## src/hw/rtl/lrd_pkg.sv

```systemverilog
`default_nettype none
// ----------------------------------------------------------------------------
// lrd_pkg
// Types, codes and the CRC-32 byte step shared by the log record deframer.
// ----------------------------------------------------------------------------
package lrd_pkg;

	localparam logic [31:0] CRC_POLY = 32'hEDB88320;
	localparam logic [31:0] CRC_INIT = 32'hFFFFFFFF;

	typedef enum logic [2:0] {
		PH_OP   = 3'd0,
		PH_KLEN = 3'd1,
		PH_KEY  = 3'd2,
		PH_VLEN = 3'd3,
		PH_VAL  = 3'd4,
		PH_CRC  = 3'd5
	} phase_t;

	localparam logic [1:0] KIND_OP      = 2'd0;
	localparam logic [1:0] KIND_KEY     = 2'd1;
	localparam logic [1:0] KIND_VAL     = 2'd2;
	localparam logic [1:0] KIND_VERDICT = 2'd3;

	localparam logic [1:0] V_GOOD  = 2'd0;
	localparam logic [1:0] V_BAD   = 2'd1;
	localparam logic [1:0] V_TRUNC = 2'd2;

	typedef struct packed {
		logic [1:0] kind;
		logic [7:0] data;
		logic [1:0] verdict;
		logic       rec_end;
	} item_t;

	// up to two result items per input word
	typedef struct packed {
		logic [1:0] n;
		item_t      item0;
		item_t      item1;
	} push_t;

	function automatic logic [31:0] crc_byte(input logic [31:0] crc, input logic [7:0] b);
		logic [31:0] c;
		c = crc ^ {24'd0, b};
		for (int k = 0; k < 8; k++) begin
			c = c[0] ? (CRC_POLY ^ (c >> 1)) : (c >> 1);
		end
		return c;
	endfunction

endpackage
`default_nettype wire

```

## src/hw/rtl/lrd_core.sv

```systemverilog
`default_nettype none
// ----------------------------------------------------------------------------
// lrd_core
// Record parser state, running CRC and the result items for one log word.
// ----------------------------------------------------------------------------
module lrd_core
	import lrd_pkg::*;
(
	input  wire logic       clk,
	input  wire logic       arst_n,
	input  wire logic       step,
	input  wire logic [7:0] log_byte,
	input  wire logic       is_last,
	input  wire logic       order,
	output push_t           push
);

	phase_t      phase_q, phase_d;
	logic [1:0]  wcnt_q, wcnt_d;
	logic [31:0] wasm_q, wasm_d;
	logic [31:0] rem_q, rem_d;
	logic [31:0] crc_q, crc_d;
	logic        halted_q, halted_d;

	logic [31:0] crc_upd;
	logic [31:0] asm_next;
	logic        word_done;
	logic [31:0] rem_dec;
	logic        crc_ok;
	item_t       res0, res1;
	logic [1:0]  n;

	always_comb begin
		crc_upd   = crc_byte(crc_q, log_byte);
		if (order) begin
			asm_next = {wasm_q[23:0], log_byte};
		end else begin
			asm_next = wasm_q | ({24'd0, log_byte} << {wcnt_q, 3'b000});
		end
		word_done = (wcnt_q == 2'd3);
		rem_dec   = rem_q - 32'd1;
		crc_ok    = (asm_next == ~crc_q);
	end

	always_comb begin
		phase_d  = phase_q;
		wcnt_d   = wcnt_q;
		wasm_d   = wasm_q;
		rem_d    = rem_q;
		crc_d    = crc_q;
		halted_d = halted_q;
		res0     = '0;
		res1     = '0;
		n        = 2'd0;
		if (step && !halted_q) begin
			unique case (phase_q)
				PH_KLEN, PH_VLEN: begin
					crc_d = crc_upd;
					if (word_done) begin
						rem_d  = asm_next;
						wcnt_d = 2'd0;
						wasm_d = '0;
						if (phase_q == PH_KLEN) begin
							phase_d = (asm_next == 32'd0) ? PH_VLEN : PH_KEY;
						end else begin
							phase_d = (asm_next == 32'd0) ? PH_CRC : PH_VAL;
						end
					end else begin
						wcnt_d = wcnt_q + 2'd1;
						wasm_d = asm_next;
					end
				end
				PH_KEY, PH_VAL: begin
					crc_d     = crc_upd;
					res0.kind = (phase_q == PH_KEY) ? KIND_KEY : KIND_VAL;
					res0.data = log_byte;
					n         = 2'd1;
					rem_d     = rem_dec;
					if (rem_dec == 32'd0) begin
						phase_d = (phase_q == PH_KEY) ? PH_VLEN : PH_CRC;
						wcnt_d  = 2'd0;
						wasm_d  = '0;
					end
				end
				PH_CRC: begin
					if (word_done) begin
						res0.kind    = KIND_VERDICT;
						res0.verdict = crc_ok ? V_GOOD : V_BAD;
						res0.rec_end = 1'b1;
						n            = 2'd1;
						crc_d        = CRC_INIT;
						phase_d      = PH_OP;
						wcnt_d       = 2'd0;
						wasm_d       = '0;
						halted_d     = !crc_ok;
					end else begin
						wcnt_d = wcnt_q + 2'd1;
						wasm_d = asm_next;
					end
				end
				default: begin
					crc_d     = crc_byte(CRC_INIT, log_byte);
					res0.kind = KIND_OP;
					res0.data = log_byte;
					n         = 2'd1;
					phase_d   = PH_KLEN;
					wcnt_d    = 2'd0;
					wasm_d    = '0;
					rem_d     = '0;
				end
			endcase
			// end of log inside a record: close it as truncated
			if (is_last && !(phase_q == PH_CRC && word_done)) begin
				res1.kind    = KIND_VERDICT;
				res1.verdict = V_TRUNC;
				res1.rec_end = 1'b1;
				halted_d     = 1'b1;
				if (n == 2'd0) begin
					res0 = res1;
					n    = 2'd1;
				end else begin
					n = 2'd2;
				end
			end
		end
		push.n     = n;
		push.item0 = res0;
		push.item1 = res1;
	end

	always_ff @(posedge clk or negedge arst_n) begin
		if (!arst_n) begin
			phase_q  <= PH_OP;
			wcnt_q   <= '0;
			wasm_q   <= '0;
			rem_q    <= '0;
			crc_q    <= CRC_INIT;
			halted_q <= 1'b0;
		end else begin
			phase_q  <= phase_d;
			wcnt_q   <= wcnt_d;
			wasm_q   <= wasm_d;
			rem_q    <= rem_d;
			crc_q    <= crc_d;
			halted_q <= halted_d;
		end
	end

endmodule
`default_nettype wire

```

## src/hw/rtl/lrd_fifo.sv

```systemverilog
`default_nettype none
// ----------------------------------------------------------------------------
// lrd_fifo
// Four-entry result queue taking up to two items and giving one per cycle while out_ready is high.
// ----------------------------------------------------------------------------
module lrd_fifo
	import lrd_pkg::*;
(
	input  wire logic  clk,
	input  wire logic  arst_n,
	input  wire push_t push,
	output logic       room,
	output logic       out_valid,
	input  wire logic  out_ready,
	output item_t      head
);

	item_t      mem_q [4];
	logic [1:0] wr_ptr_q;
	logic [1:0] rd_ptr_q;
	logic [2:0] count_q;
	logic       pop;
	logic [1:0] wr_ptr1;

	assign out_valid = (count_q != 3'd0);
	assign pop       = out_valid && out_ready;
	assign room      = (count_q <= 3'd2);
	assign head      = mem_q[rd_ptr_q];
	assign wr_ptr1   = wr_ptr_q + 2'd1;

	always_ff @(posedge clk) begin
		if (push.n != 2'd0) begin
			mem_q[wr_ptr_q] <= push.item0;
		end
		if (push.n == 2'd2) begin
			mem_q[wr_ptr1] <= push.item1;
		end
	end

	always_ff @(posedge clk or negedge arst_n) begin
		if (!arst_n) begin
			wr_ptr_q <= '0;
			rd_ptr_q <= '0;
			count_q  <= '0;
		end else begin
			wr_ptr_q <= wr_ptr_q + push.n;
			if (pop) begin
				rd_ptr_q <= rd_ptr_q + 2'd1;
			end
			count_q <= count_q + {1'b0, push.n} - {2'd0, pop};
		end
	end

endmodule
`default_nettype wire

```

## src/hw/rtl/log_record_deframer_crc32.sv

```systemverilog
`default_nettype none
// ----------------------------------------------------------------------------
// log_record_deframer_crc32
// Splits a write-ahead-log byte stream into op, key and value words and
// closes each record with a CRC-32 verdict.
// ----------------------------------------------------------------------------
// One log word is taken per cycle while the output queue has room. A word
// enters an input register; the parser and CRC update run on it once the
// queue has room and write their result items into a four-entry output
// queue that registers them for the output port. A word yields at most two
// items (a byte item followed by a truncation verdict); the input stalls
// while the queue has fewer than two free entries, so the sustained rate is
// set by the output port at one item per cycle. The byte order register is
// written through the cfg port, which is always ready.
module log_record_deframer_crc32
	import lrd_pkg::*;
(
	input  wire logic       clk,
	input  wire logic       arst_n,
	input  wire logic       cfg_valid,
	output logic            cfg_ready,
	input  wire logic       word_byte_order,
	input  wire logic       in_valid,
	output logic            in_ready,
	input  wire logic [7:0] log_byte,
	input  wire logic       is_last,
	output logic            out_valid,
	input  wire logic       out_ready,
	output logic [1:0]      item_kind,
	output logic [7:0]      item_byte,
	output logic [1:0]      verdict,
	output logic            record_end
);

	logic       order_q;
	logic       valid_s1;
	logic [7:0] byte_s1;
	logic       last_s1;
	logic       room;
	logic       fire;
	push_t      push;
	item_t      head;

	assign cfg_ready = 1'b1;
	assign fire      = valid_s1 && room;
	assign in_ready  = !valid_s1 || room;

	always_ff @(posedge clk or negedge arst_n) begin
		if (!arst_n) begin
			order_q  <= 1'b0;
			valid_s1 <= 1'b0;
		end else begin
			if (cfg_valid) begin
				order_q <= word_byte_order;
			end
			if (in_valid && in_ready) begin
				valid_s1 <= 1'b1;
			end else if (fire) begin
				valid_s1 <= 1'b0;
			end
		end
	end

	// hold the payload until the parser takes it
	always_ff @(posedge clk) begin
		if (in_valid && in_ready) begin
			byte_s1 <= log_byte;
			last_s1 <= is_last;
		end
	end

	lrd_core u_core (
		.clk      (clk),
		.arst_n   (arst_n),
		.step     (fire),
		.log_byte (byte_s1),
		.is_last  (last_s1),
		.order    (order_q),
		.push     (push)
	);

	lrd_fifo u_fifo (
		.clk       (clk),
		.arst_n    (arst_n),
		.push      (push),
		.room      (room),
		.out_valid (out_valid),
		.out_ready (out_ready),
		.head      (head)
	);

	assign item_kind  = head.kind;
	assign item_byte  = head.data;
	assign verdict    = head.verdict;
	assign record_end = head.rec_end;

endmodule
`default_nettype wire

```

## config.mk

```make
export PLATFORM = sky130hd
export DESIGN_NAME = log_record_deframer_crc32
export DESIGN_NICKNAME = d
export VERILOG_FILES = /design/src/hw/rtl/lrd_pkg.sv /design/src/hw/rtl/lrd_core.sv /design/src/hw/rtl/lrd_fifo.sv /design/src/hw/rtl/log_record_deframer_crc32.sv
export SDC_FILE = /design/constraint.sdc
export NUM_CORES = 1
export LEC_CHECK = 0
export BUFFER_PORTS_ARGS = -buffer_cell sky130_fd_sc_hd__buf_2
export CORE_MARGIN = 2
export CORE_UTILIZATION = 40
export CTS_CLUSTER_DIAMETER = 50
export DETAILED_ROUTE_END_ITERATION = 8
export HOLD_SLACK_MARGIN = 0.15
export PLACE_DENSITY = 0.62
export SETUP_SLACK_MARGIN = 0.4
export SLEW_MARGIN = 20
export SYNTH_ARGS = -nofsm -noshare
export SYNTH_HDL_FRONTEND = slang
export SYNTH_SLANG_ARGS = --single-unit
```

## constraint.sdc

```tcl
create_clock -name clk -period 4.3 [get_ports clk]
set_input_delay 0.43 -clock clk [delete_from_list [all_inputs] [get_ports clk]]
set_output_delay 0.43 -clock clk [all_outputs]
set_load 0.02 [all_outputs]
```

Word-level counts from Yosys, hierarchy flattened
Memories as Yosys holds them, arrays and structs flattened.
Index checks and enable logic that the tools add are counted.
- add/subtract/negate cells: 7
- $lt $le $gt $ge: 1
- eq/ne operators: 11
- shift-type cells: 1
- multiplexer cells: 64
- bitwise logic cells: 21
- reductions and logical operators: 28
- operator list (operator ; number):
    32-bit two-way mux ; 21
    13-bit inverter with 14-bit output ; 16
    32-bit case mux with 2 select lines ; 2
    32-bit case mux with 3 select lines ; 1
    32-bit logical NOT ; 2
    13-bit two-way mux ; 3
    32-bit == test ; 1
    32-bit inverter ; 1
    8-bit inverter with 32-bit output ; 1
    32-bit bitwise OR ; 1
    8-bit by 5-bit << shifter with 32-bit output ; 1
    32-bit by 1-bit subtractor with 32-bit output, second input constant ; 1
    32-bit by 8-bit XOR with 32-bit output ; 1
    3-bit two-way mux ; 9
    2-bit two-way mux ; 10
    1-bit two-way mux ; 13
    2-bit case mux with 2 select lines ; 3
    3-bit case mux with 3 select lines ; 1
    8-bit two-way mux ; 1
    2-bit nonzero test ; 4
    2-bit by 1-bit adder with 2-bit output, second input constant ; 3
    3-bit by 2-bit == test with 1-bit output, second input constant ; 2
    3-bit == test, second input constant ; 2
    1-bit logical AND ; 6
    18 further kinds ; 27
- register bits: 120
- bits in writable memories: 52
- input bits: 15
- output and inout port bits: 16
- logic and storage cells: 147
- memories: 1
- memory list (name ; words ; width ; rd ports ; clocked after memory_dff ; write ports ; line ; source):
    u_fifo.mem_q ; 4 ; 13 ; 1 ; 0 ; 2 ; lrd_fifo.sv:18 ; item_t mem_q [4];

Logic depth before layout (Yosys ltp)
- depth in word-level cells: 18
- gate-level depth with buffers: 15
- depth with buffers taken out: 12

Modules after synthesis
A second synthesis with hierarchy kept.
- cell total of the unflattened synthesis: 1041
- area, all modules: 10981.8 µm²
- modules (own cells, without submodules) (module ; times used ; cells each ; area each (µm²) ; sequential area each (µm²)):
    lrd_core ; 1 ; 857 ; 7623.6 ; 2592.5
    lrd_fifo ; 1 ; 166 ; 2976.6 ; 1736.7
    log_record_deframer_crc32 ; 1 ; 18 ; 381.6 ; 320.3

Least setup slack after synthesis
No wires, ideal clock.
- path kind: register -> register
- start point: register u_core.rem_q[0]
- end point: register u_core.wasm_q[14]
- setup time: 122 ps
- data arrival time: 2856 ps
- required time: 4178 ps
- setup slack: 1323 ps
- stages on the path, launching flop included: 11
- buffers on the path: 1
- period minus slack after synthesis: 2977 ps
- cell sequence: dfrtp_1 > inv_1 > ha_1 > or4b_4 > o21a_1 > nor4_2 > o2111ai_1 > or4_4 > or2_1 > buf_6 > a32o_1
- longest elaborated chain between the ends: 4
- ends and longest elaborated chain (what ; line ; source):
    from (decl) ; lrd_core.sv:21 ; logic [31:0] rem_q, rem_d;
    from (signal assigned) ; lrd_core.sv:143 ; rem_q <= rem_d;
    32-bit by 1-bit subtractor with 32-bit output ; lrd_core.sv:41 ; rem_dec = rem_q - 32'd1;
    32-bit logical NOT ; lrd_core.sv:79 ; if (rem_dec == 32'd0) begin
    2-bit by 1-bit inequality test with 1-bit output (no source line) ; n/a ;
    2-bit AND reduction (no source line) ; n/a ;
    to (signal assigned) ; lrd_core.sv:142 ; wasm_q <= wasm_d;
    to (decl) ; lrd_core.sv:20 ; logic [31:0] wasm_q, wasm_d;
Every way passes these cells.
A chain may end at the register's enable or synchronous reset.

Worst setup path in the final report
- start point: register u_core.rem_q[0]
- end point: register u_core.wasm_q[10]
Same word-level chain as after synthesis.

==> results by group <==
Status
  – Status: complete, no violations

Clock network
  – CTS Root Buffer Type: clkbuf_16
  – Later-pin clock latency in the skew report: between 400 and 500 ps
  – Max Root-Sink Buffers: 2
  – Cts bufs inserted: 17
  – TritonCTS clock tree: yes
  – CTS H-tree depth: 4
  – Worst-path clk slew: roughly 80 ps
  – Clock sinks: between 150 and 200

Pwr
  – Switching power: slightly below 5000 uW
  – PwrDens: between 800 and 900 nW/um^2
  – LEAKAGE: 0.00449 uW
  – Sequential power share: 0.297
  – Clock share of power: 0.153
  – Power Internal: ~5600 uW
  – Comb power frac: 0.550
  – Switching Share: 0.466
  – Worst vdd ir: approximately 0.79 mV

Synth
  – Largest family of logic cells by synthesized area: compound AO/OA/AOI/OAI gates
  – Cells after Synth: roughly 1100
  – Synth area leaders: dfrtp_1, xnor2_1, dfstp_2
  – Yosys warns: 0
  – XOR/XNOR Fraction of Synth Area: 0.130
  – Synth Area in Adders: 0.0126
  – Top cell type's share of synthesized area: 0.188
  – Post-synth cell types: 79
  – Proportion of synthesized area in mux cells: 0.0362
  – Synth Area in Compound Gates: 0.214
  – Sequential share of the synthesized area: 0.407
  – Synthesized area: approximately 11000 sq um
  – Ys async rst share: 0.645
  – Yosys reg bits: around 170
  – Post-synth EDFFs: 25
  – Top_reg_cell synth: dfrtp_1
  – Simple-Gate Fraction of Synth Area: 0.157
  – Syn nets: approximately 1200
  – Syn_area_per_cell: 9.30 sq um
  – Post-synth top area cell: dfrtp_1

Run
  – Max-Cap Viols: 0

Global route
  – Global-route wire length before repair: slightly above 50000 um
  – Pin count of the biggest net entering global routing: slightly below 70
  – GRT Residual Overflow: 0
  – Vias in the first global route: between 8000 and 9000
  – Initial antenna violation count: 0
  – Overall routing resource usage: 0.231

Setup path
  – Worst-path cell chain: inv_1, ha_1, nor4b_4, nand4_2, o31ai_1, o2111ai_1, or4_4, or2_1, a32o_1
  – Crit path DAT: approximately 3700 ps
  – R2r worst-path depth: 9
  – Critical Path End Type: register
  – CP Launch Type: register
  – Worst path slowest cell: or4_4
  – Crit path kind: register to register
  – Crit path largest cell delay: around 560 ps
  – Crit-path max FO: 8
  – R2R Setup Slk: about 930 ps
  – CP Data Required Time: ~4600 ps

STA
  – FMAX: around 0.30 GHz
  – Final hold violation count: 0
  – Slew @ Worst Pin: around 1000 ps
  – Fin. max-slew vios: 0
  – Layout Skew: ~11 ps
  – Unrepaired setup endpoints after global routing: no
  – Setup TNS: 0 ps
  – Final setup fails: 0
  – Clock period minus worst slack: roughly 3400 ps
  – Final period util: 0.785
  – Slew headroom: 0.310

Place
  – Final RePlAce weighted congestion: 0.892
  – Count of buffers from port buffering: 29
  – HPWL after DPL: 21700 um

Final layout
  – Most frequent cells in the layout: xnor2_1, nand2_1, o21ai_0
  – # nets final: roughly 1200
  – Fin util: 0.452
  – Ant diodes: 0
  – Commonest non-fill, non-tap cell in the layout: xnor2_1
  – Share of cells above drive strength 1: 0.155
  – Layout Area Growth over Synthesis: 11.4%

Worst hold path
  – Hold Path Cell Cnt: 1
  – HP Class: primary input to register

Floorplan
  – Die Wd: approximately 170 um
  – I/O pin count: 31
  – Die height: around 170 um
  – Num rows: 59
  – Core Area: 26000 sq um
  – Die area: about 28000 sq um
  – Initial Util: 0.405

Route
  – Drc violations: 0
  – Routed Antenna Nets: 0
  – Avg WL per Cell: between 20 and 25 um
  – Via density: roughly 6
  – First-iteration detailed-routing DRC count: between 700 and 800
  – Total iterations of the first detailed-routing run: 5
  – Post-Route WL: 31500 um
  – Routed vias: between 9000 and 10000
[per-layer routing]
| metal | vias to the layer above | GRT usage | part of all wire |
|---|---|---|---|
| li1 | 4177 | - | - |
| met5 | - | 0 | 0 |
| met2 | 333 | 0.367 | 0.47 |
| met1 | 4508 | 0.318 | 0.45 |
| met4 | 0 | 0.0795 | 0.026 |
| met3 | 72 | 0.0429 | 0.061 |
[flip-flops by register name, summed over array words and instances (netlist names)]
register and flops:
last_s1 1, valid_s1 1, u_core.phase_q 3, byte_s1 8
u_fifo.rd_ptr_q 2, u_fifo.wr_ptr_q 2, u_fifo.mem_q 52, u_core.wcnt_q 2
u_fifo.count_q 3, u_core.wasm_q 32, u_core.crc_q 32, order_q 1
u_core.rem_q 32, u_core.halted_q 1
[repair_timing]
action,in CTS,in global routing
gates resized for setup,0,0
setup buffers,0,0
hold buffers,8,1
hold endpoints to repair,22,1
[kinds of logic after synthesis]
kind of cell / count (synthesis)
AO/OA/AOI/OAI: 338
XOR/XNOR: 156
adder cells (fa/ha/maj): 10
buffers and inverters: 114
flip-flops: 172
multiplexers: 21
other: 1
AND/OR/NAND/NOR: 321
[metrics by stage]
stage          total power, uW  hold slack [ps]  cells  setup WS (ps)  instance area [sq um]
2_1_floorplan             7280              134   1133           1320                  10500
3_3_place_gp              8720              441   1446           1100                  11000
3_5_place_dp              8780              449   1446           1040                  11000
4_1_cts                  10400              151   1486            978                  11700
5_1_grt                  11200              153   1487            692                  11700
6_report                 10500              160   1487            926                  11700
[cell usage after synthesis, types with 6 or more instances]
cell type	count
mux4_2	13
buf_1	7
xor2_1	45
inv_1	25
xnor2_1	111
a311o_1	7
o21ai_0	101
dfrtp_1	79
a22oi_1	10
o22ai_1	52
clkbuf_1	73
a32o_1	35
nand4_1	17
nor4_1	18
dfstp_2	32
o21a_1	6
mux2_2	7
buf_2	6
o31ai_1	6
nor2_1	70
dfxtp_1	36
a31oi_1	13
or3_1	7
nand3b_1	7
a21oi_1	46
ha_1	9
nand3_1	16
nor3_1	24
nand2b_1	11
edfxtp_1	25
a22o_1	8
nor2b_1	6
nand2_1	106
[final timing paths]
path,from,endpoint
worst max-delay path,u_core.rem_q[0]$_DFFE_PN0P_,u_core.wasm_q[10]$_DFFE_PN0P_
max in group asynchronous,arst_n,u_core.crc_q[31]$_DFFE_PN1P_
min in group asynchronous,arst_n,u_core.rem_q[9]$_DFFE_PN0P_
worst min-delay path,log_byte[5],byte_s1[5]$_DFFE_PP_
worst max register to register,u_core.rem_q[0]$_DFFE_PN0P_,u_core.wasm_q[10]$_DFFE_PN0P_
worst min register to register,u_fifo.mem_q[0][3]$_SDFFE_PP0P_,u_fifo.mem_q[0][3]$_SDFFE_PP0P_
[power by group through the flow]
stage / Sequential, uW / Clock (uW) / Combinational, uW
after floorplan: 2620 / 0 / 4650
after global placement: 3100 / 0 / 5620
after detailed placement: 3100 / 0 / 5680
after CTS: 3080 / 1630 / 5720
after global routing: 3180 / 1700 / 6290
final: 3110 / 1600 / 5760
[final cells by class]
class                           count  area [sq um]
Clock inverter                     14           161
Clock buffer                       18           450
Tap cell                          335           419
Fill cell                        2495         14200
Timing Repair Buffer               76           523
Sequential cell                   172          4290
Inverter                           25          93.8
Multi-Input combinational cell    847          5800
[critical path, delay by kind of cell (launching register included)]
| kind | cells | cell delay (ps) |
|---|---|---|
| AND/OR/NAND/NOR | 4 | 1720 |
| AO/OA/AOI/OAI | 3 | 760 |
| flip-flops | 1 | 460 |
| adder cells (fa/ha/maj) | 1 | 230 |
| buffers and inverters | 1 | 110 |
(Power assumes the default switching activity.)
